### src/design/bpl_pkg.sv
`default_nettype none
// ----------------------------------------------------------------------------
// bpl_pkg
// Shared types and codes for the bounded positional list.
// ----------------------------------------------------------------------------
package bpl_pkg;

	localparam int DEF_CAPACITY = 16;
	localparam int POS_W        = 5;
	localparam int VAL_W        = 32;
	localparam int OUT_CNT_W    = 5;

	typedef enum logic [2:0] {
		OP_INS_FRONT = 3'd0,
		OP_INS_BACK  = 3'd1,
		OP_INS_POS   = 3'd2,
		OP_DEL_FRONT = 3'd3,
		OP_DEL_BACK  = 3'd4,
		OP_DEL_POS   = 3'd5,
		OP_DUMP      = 3'd6
	} op_t;

	typedef enum logic [1:0] {
		ST_OK     = 2'd0,
		ST_BADPOS = 2'd1,
		ST_FULL   = 2'd2,
		ST_EMPTY  = 2'd3
	} status_t;

	typedef struct packed {
		op_t                     operation;
		logic [POS_W-1:0]        position;
		logic signed [VAL_W-1:0] value;
	} req_t;

	typedef struct packed {
		status_t                 status;
		logic signed [VAL_W-1:0] item_value;
		logic [OUT_CNT_W-1:0]    item_count;
		logic                    final_item;
	} rsp_t;

	// controller -> datapath
	typedef struct packed {
		logic exec;
		logic emit;
	} cmd_t;

	// datapath -> controller
	typedef struct packed {
		logic out_free;
		logic empty;
		logic dump_last;
	} sts_t;

endpackage
`default_nettype wire

### src/design/bpl_ctrl.sv
`default_nettype none
// ----------------------------------------------------------------------------
// bpl_ctrl
// Controller: accepts requests and sequences the dump of the list.
// ----------------------------------------------------------------------------
module bpl_ctrl (
	input  wire logic          clk,
	input  wire logic          arst_n,
	input  wire logic          req_valid,
	input  wire bpl_pkg::op_t  req_op,
	output logic               req_ready,
	output bpl_pkg::cmd_t      cmd,
	input  wire bpl_pkg::sts_t sts
);

	typedef enum logic [1:0] {
		S_IDLE = 2'b01,
		S_DUMP = 2'b10
	} state_t;

	state_t state_q, state_d;

	always_comb begin
		req_ready = (state_q == S_IDLE) && sts.out_free;
		cmd.exec  = req_valid && req_ready;
		cmd.emit  = (state_q == S_DUMP) && sts.out_free;
		state_d   = state_q;
		unique case (state_q)
			S_IDLE: begin
				if (cmd.exec && req_op == bpl_pkg::OP_DUMP && !sts.empty)
					state_d = S_DUMP;
			end
			S_DUMP: begin
				if (cmd.emit && sts.dump_last)
					state_d = S_IDLE;
			end
			default: state_d = S_IDLE;
		endcase
	end

	always_ff @(posedge clk or negedge arst_n) begin
		if (!arst_n)
			state_q <= S_IDLE;
		else
			state_q <= state_d;
	end

endmodule
`default_nettype wire

### config.mk
export PLATFORM = sky130hd
export DESIGN_NAME = bpl_ctrl
export DESIGN_NICKNAME = d
export VERILOG_FILES = /design/src/design/bpl_pkg.sv /design/src/design/bpl_ctrl.sv
export SDC_FILE = /design/constraint.sdc
export NUM_CORES = 1
export LEC_CHECK = 0
export ABC_AREA = 0
export BUFFER_PORTS_ARGS = -buffer_cell sky130_fd_sc_hd__buf_4
export CAP_MARGIN = 15
export CORE_AREA = 2 2 39 41
export CTS_BUF_LIST = sky130_fd_sc_hd__clkbuf_4
export CTS_CLUSTER_SIZE = 30
export DETAILED_ROUTE_END_ITERATION = 6
export DIE_AREA = 0 0 41 43
export SYNTH_ARGS = -nofsm -noshare
export SYNTH_HDL_FRONTEND = slang
export SYNTH_SLANG_ARGS = --single-unit
### constraint.sdc
create_clock -name clk -period 1.3 [get_ports clk]
set_input_delay 0 -clock clk [delete_from_list [all_inputs] [get_ports clk]]
set_output_delay 0 -clock clk [all_outputs]
set_load 0.01 [all_outputs]
==> results.md, run 1 <==
- Run status: finished, final reports clean
- Comb pwr share: 13.9%
- CP max stage delay: 530 ps
- Pin count of the biggest net entering global routing: 5
- CTS resizes: 0
- Fin nets: 37
- Sw Share: 17.2%
- DRC Markers: 0
- RD Place Congestion: 0.552
- Reg with most FFs: state_q
- Reg power frac: between 20% and 30%
- Net count after synthesis: 20
- Clock Tree Buf Depth: 2
- Hold crit path type: in -> reg
- Clk sinks: 2
- Switch Pwr: 46.6 uW
- Cells after Synth: 11
- Crit path launch: state_q[0]
- Cells along the critical path: and4b_4 > buf_4
- Area grow syn2layout: 121%
- FP Rows: 14
- Root buffer cell: clkbuf_4
- Non-filler cells, final: 43
- Drt total wl: 303 um
- Initial cell density of the core: 8.50%
- Power Density: approximately 1000 nW/um2
- Synth Warn #: 0
- WL per Instance: between 7 and 8 um
- Most frequent cells in the layout: buf_4, clkbuf_4, nand2_1
- Vias in the first global route: 133
- Fin. max-slew vios: 0
- Setup_tns: 0 ps
- Global-route wire length before repair: about 450 um
- Grt ovf: 0
- CP Capture Type: output pin
- DIE WIDTH: between 40 and 50 um
- Critical path class: reg -> out
- Worst-case vdd ir drop: 0.000194 V
- Final Setup Violations: 0
- Syn avg cell area: roughly 11 um2
- Worst r2r src: state_q[0]
- Most common cell after layout, fill and taps aside: buf_4
- Max_slew headroom: between 80% and 90%
- Max reg flops: 2
- Clock power frac: 62.5%
- Setup bufs post-CTS: 0
- Max cap viols: 0
- Routed vias: around 150
- CTS Buf Count: 3
- Total length of routed met3 wires: 29 um
- Critical Path Slowest Stage Cell: dfstp_2
- Layout cells sized above 1: 66.7%
- Post-Syn Area: roughly 120 um2
- Core Footprint: 1380 um2
- Total power: between 200 and 300 uW
- CP Max Fanout: 3
- Clk_lat worst skew: 220 ps
- DRT Pass-1 Iters: 2
- Delay-heaviest family, CP: flip-flops
- Via density: around 3.5
- DIE AREA: about 1800 um2
- Worst Min Path Start: sts[0]
- Worst-margin pin slew: 185 ps
- Crit path time final: 1100 ps
- Highest Clock Rate: 0.909 GHz
- CTS tree: yes
- Global-route usage over all layers: 4.62%
- Met1 wire length: 86 um
- Placed Instances: 38
- Synth Register Bits: 2
- Pint: roughly 220 uW
- Ports: 12
- Arr. time, crit path: 1100 ps
- Initial antenna violation count: 0
- Clk pin slew, worst setup/hold paths: approximately 30 ps
- Tcrit/Tclk final: 84.6%
- Die Y-Extent: 43 um
- Synth unique cells: 10
- Hold WS: 30.5 ps
- Sum of buffers and inverters on the critical path: 1
- Final-report hold violation count: 0
- Port bufs: 11
- Final HPWL DP: about 250 um
- Detail Route met2 WL: ~170 um
- Post-synthesis sequential area ratio: 43.6%
- Biggest regs: state_q (2)
- Worst Path Required: 1300 ps
- H-Tree Depth: 1
- RSZ-0062 raised after global routing: no
- CP startpoint kind: register
- Antenna Nets Post-Route: 0
- Top layer in use: met4
- Static leakage: 0.000125 uW
- Inserted Diodes: 0
- Drt first-iter violations: 4
- Skew final: a little over 8 ps
==> synth_stat cells <==
| cell type | instances | area [um2] |
|---|---|---|
| and4b_4 | 1 | 13.8 |
| dfstp_2 | 1 | 26.3 |
| nor2_1 | 1 | 3.75 |
| dfrtp_1 | 1 | 25.0 |
| a22o_1 | 1 | 8.76 |
| a22oi_1 | 1 | 7.51 |
| and2_1 | 1 | 6.26 |
| nand2_1 | 2 | 7.51 |
| and4bb_2 | 1 | 12.5 |
| nor2b_1 | 1 | 6.26 |
==> cell type report <==
class | instances | area (um2)
Fill cell | 164 | 1120
Timing Repair Buffer | 12 | 92.6
Multi-Input combinational cell | 9 | 66.3
Sequential cell | 2 | 51.3
Clock buffer | 4 | 30.0
Tap cell | 16 | 20.0
==> cell families after synthesis <==
group	share of synthesized area, %
and+or+nand+nor	42.6
AOI/OAI and AO/OA	13.8
DFF	43.6
==> power by group through the flow <==
stage | registers, uW | clock network [uW] | logic [uW]
2_1_floorplan | 64.6 | 0 | 10.4
3_3_place_gp | 64.7 | 0 | 35.5
3_5_place_dp | 64.7 | 0 | 35.8
4_1_cts | 64.0 | 177 | 38.3
5_1_grt | 64.1 | 186 | 40.2
6_report | 64.1 | 170 | 37.7
==> what timing repair did <==
item,4_1_cts,5_1_grt
hold buffers,1,0
hold endpoints to repair,2,0
endpoints found under the setup margin,0,0
==> metal layers <==
metal	GRT usage, %	vias to the layer above
met5	0	-
met1	2.57	70
li1	-	74
met4	8.00	0
met3	3.14	2
met2	6.25	6
==> worst register-to-register path, delay by kind of cell, from the launching register on <==
kind | cells | cell delay (ps)
flip-flops | 1 | 530
AND/OR/NAND/NOR | 1 | 240
AO/OA/AOI/OAI | 1 | 140
==> final timing paths <==
check                        endpoint  slack (ps)  cells after the start
setup / recovery               cmd[1]         200                      2
hold / removal             state_q[0]          30                      3
setup reg to reg           state_q[1]         350                      2
hold reg to reg            state_q[0]         640                      2
max in group asynchronous  state_q[0]        1010                      2
min in group asynchronous  state_q[1]         100                      2
==> per-stage QoR <==
step           setup slack [ps]  utilization, %  area (um2)
4_1_cts                     191            18.8         260
5_1_grt                     165            18.8         260
3_5_place_dp                340            15.9         220
6_report                    200            18.8         260
3_3_place_gp                344            15.9         220
2_1_floorplan               342               -         118
No activity file was read; power rests on OpenSTA's default activity.
==> inputs of run 2 (changes only) <==
--- a/config.mk
+++ b/config.mk
@@ -5,7 +5,7 @@
 export SDC_FILE = /design/constraint.sdc
 export NUM_CORES = 1
 export LEC_CHECK = 0
-export ABC_AREA = 0
+export ABC_AREA = 1
 export BUFFER_PORTS_ARGS = -buffer_cell sky130_fd_sc_hd__buf_4
 export CAP_MARGIN = 15
 export CORE_AREA = 2 2 39 41
==> constraint.sdc (replaced) <==
create_clock -name clk -period 1 [get_ports clk]
set_input_delay 0 -clock clk [delete_from_list [all_inputs] [get_ports clk]]
set_output_delay 0 -clock clk [all_outputs]
set_load 0.01 [all_outputs]
==> run 2 against run 1 <==
The flow now finishes with violations (setup timing). Final cell count increased by 30%. Total power is 43% higher. Global-route usage up 1.7 points. Area after synthesis increased by 22%. Worst hold slack better by 38 ps. Die area stayed put. Worst setup slack got worse by 250 ps. Non-clock buffer count is 2 higher. Largest cell class unchanged. Largest power group unchanged.
==> results.md, run 2 <==
- Run status: complete, but fails checks
- Violated checks: setup timing
- Final-report hold violation count: 0 (unchanged)
- Root buffer cell: clkbuf_4
- Fin nets: 50 (+35%)
- Max_slew headroom: 89.3% (+1.6 points)
- DIE AREA: 1760 um2 (unchanged)
- Worst-margin pin slew: 161 ps (-23.7 ps)
- Initial antenna violation count: 0 (unchanged)
- Synth Register Bits: 2 (unchanged)
- Via density: 3.43 (-3.0%)
- Worst Path Required: 1000 ps (-300 ps)
- Highest Clock Rate: 0.956 GHz
- Core Footprint: 1380 um2 (unchanged)
- FP Rows: 14 (unchanged)
- CTS Buf Count: 3 (unchanged)
- Worst-case vdd ir drop: 0.000403 V (+110%)
- Synth cell count leaders: inv_1, nor2_1, nand2_1
- Reg with most FFs: state_q
- WL per Instance: 6.88 um (-2.4%)
- DRT Pass-1 Iters: 2 (unchanged)
- Clk_lat worst skew: 240 ps (+20 ps)
- FILL cells: 158 (-3.7%)
- CP endpoint: cmd[0]
- Max cap viols: 0 (unchanged)
- Inserted Diodes: 0 (unchanged)
- Layout cells sized above 1: 65.0% (-1.7 points)
- Setup_tns: -108 ps (-108 ps)
- Largest cells by area after synthesis: dfstp_2, inv_1, dfrtp_1, nor2_1, nand4_2
- Final Setup Violations: 3 (+3)
- DRC Markers: 0 (unchanged)
- Biggest regs: state_q (2)
- CP Capture Type: output pin
- Synth Warn #: 0 (unchanged)
- CTS tree: yes
- Critical path class: reg -> out
- Clk sinks: 2 (unchanged)
- Clk pin slew, worst setup/hold paths: 40 ps (about the same)
- Port bufs: 11 (unchanged)
- Initial cell density of the core: 10.4% (+1.9 points)
- Total power: 388 uW (+43%)
- RSZ-0062 raised after global routing: yes
- Post-synthesis sequential area ratio: 35.7% (-8.0 points)
- Synth unique cells: 10 (unchanged)
- Area grow syn2layout: 130%
- Drt total wl: 385 um (+27%)
- Antenna Nets Post-Route: 0 (unchanged)
- Path depth of the worst reg2reg path: 5 (+3)
- Most common cell after layout, fill and taps aside: buf_4
- Global-route usage over all layers: 6.33% (+1.7 points)
- Power Density: 1170 nW/um2 (+12%)
- Count leader, synth: inv_1
- R2r endpoint: state_q[0]
- Pre-CTS WS: 137 ps (-203 ps)
- Routed vias: 192 (+26%)
- Grt ovf: 0 (unchanged)
- Fin. max-slew vios: 0 (unchanged)
- Worst r2r src: state_q[0]
- EDFF count, synth: 0 (unchanged)
- Global-route wire length before repair: 621 um (+39%)
- Hold crit path type: in -> reg
- Crit path time final: 1050 ps
- Post-Syn Area: 144 um2 (+22%)
- Drt first-iter violations: 2 (-2)
- DIE WIDTH: 41 um (unchanged)
- Clock Tree Buf Depth: 2 (unchanged)
- Cells after Synth: 22 (+11)
- CP Max Fanout: 3 (unchanged)
- Most frequent cells in the layout: buf_4, inv_2, inv_1, nor2_1, clkbuf_4
- Static leakage: 0.000179 uW (+43%)
- Pin count of the biggest net entering global routing: 5 (unchanged)
- Area leader, netlist: dfstp_2
- Final setup margin: -46.0 ps (-246 ps)
- Fraction of registers with async set/reset: 100% (unchanged)
- R2R Setup Slk: 20 ps (-330 ps)
- Max reg flops: 2 (unchanged)
- Non-filler cells, final: 56 (+30%)
- CP startpoint kind: register
- Placed Instances: 49 (+29%)
- RD Place Congestion: 0.550 (-0.45%)
- Share of the synthesized area in the top cell type: 18.3% (-4.1 points)
- Fin util: 24.0% (+5.2 points)
- Crit path launch: state_q[0]
- Die Y-Extent: 43 um (unchanged)
- Ys flop type: dfstp_2
- Net count after synthesis: 31 (+55%)
- H-Tree Depth: 1 (unchanged)
- Skew final: 9.44 ps (+1.15 ps)
- Syn avg cell area: 6.54 um2 (-39%)
- Arr. time, crit path: 1050 ps (-50 ps)
- Tcrit/Tclk final: 105%
- Ports: 12 (unchanged)
- Vias in the first global route: 182 (+37%)
[run 2: timing repair]
item | CTS | global route
gates cloned | 0 | 0
endpoints found under the setup margin | 3 | 5
hold buffers | 1 | 0
endpoints found under the hold margin | 2 | 0
buffers inserted | 1 | 1
gates resized for setup | 4 | 5
pin swaps | 1 | 1
[run 2: cells by family (layout without fill, tap and decap cells)]
group | Yosys count | after routing | synth area share (%)
and+or+nand+nor | 11 | 11 | 40.0
DFF | 2 | 2 | 35.7
buffers and inverters | 8 | 26 | 20.9
AOI/OAI and AO/OA | 1 | 1 | 3.47
[run 2: worst max-delay path, stage by stage, from the launching register on]
cell and delay (ps):
dfstp_2 560, inv_2 40, nand2_1 50, nor2_1 40
buf_4 130
[run 2: area by class of cell]
| type | instances | area (um2) | share of cell area [%] |
|---|---|---|---|
| flip-flops and latches | 2 | 51.3 | 15.5 |
| multi-input cells | 12 | 85.1 | 25.7 |
| repair buffers | 14 | 115 | 34.7 |
| clock buffers | 4 | 30.0 | 9.06 |
| well taps | 16 | 20.0 | 6.04 |
| inverters | 8 | 30.0 | 9.06 |
[run 2: per-layer routing]
| layer | GRT usage, % | wire length (um) | up-vias |
|---|---|---|---|
| li1 | - | - | 99 |
| met1 | 5.16 | 123 | 76 |
| met2 | 6.88 | 160 | 13 |
| met3 | 5.24 | 77 | 4 |
| met4 | 10.0 | 23 | 0 |
| met5 | 0 | 0 | - |
[run 2: power breakdown]
group	switching, uW	internal, uW	leakage (uW)	total [uW]
Combinational	24.4	41.8	0.000136	66.1
Clock	61.8	176	0.0000184	238
Sequential	1.10	82.7	0.0000244	83.8
Total	87.3	301	0.000179	388
[run 2: how the worst min path moves through the flow]
stage	start	to	slack, ps	cells past startpoint
floorplan	arst_n	state_q[1]	-300	0
global placement	arst_n	state_q[1]	-220	1
detailed placement	arst_n	state_q[1]	-220	1
CTS	req_op[0]	state_q[1]	50	4
global route	sts[0]	state_q[1]	80	4
finish	sts[0]	state_q[1]	70	4
[run 2: per-stage QoR]
stage / hold WS (ps) / instance area, um2
2_1_floorplan: -296 / 144
3_3_place_gp: -216 / 246
3_5_place_dp: -216 / 246
4_1_cts: 47.9 / 307
5_1_grt: 78.5 / 332
6_report: 68.5 / 332
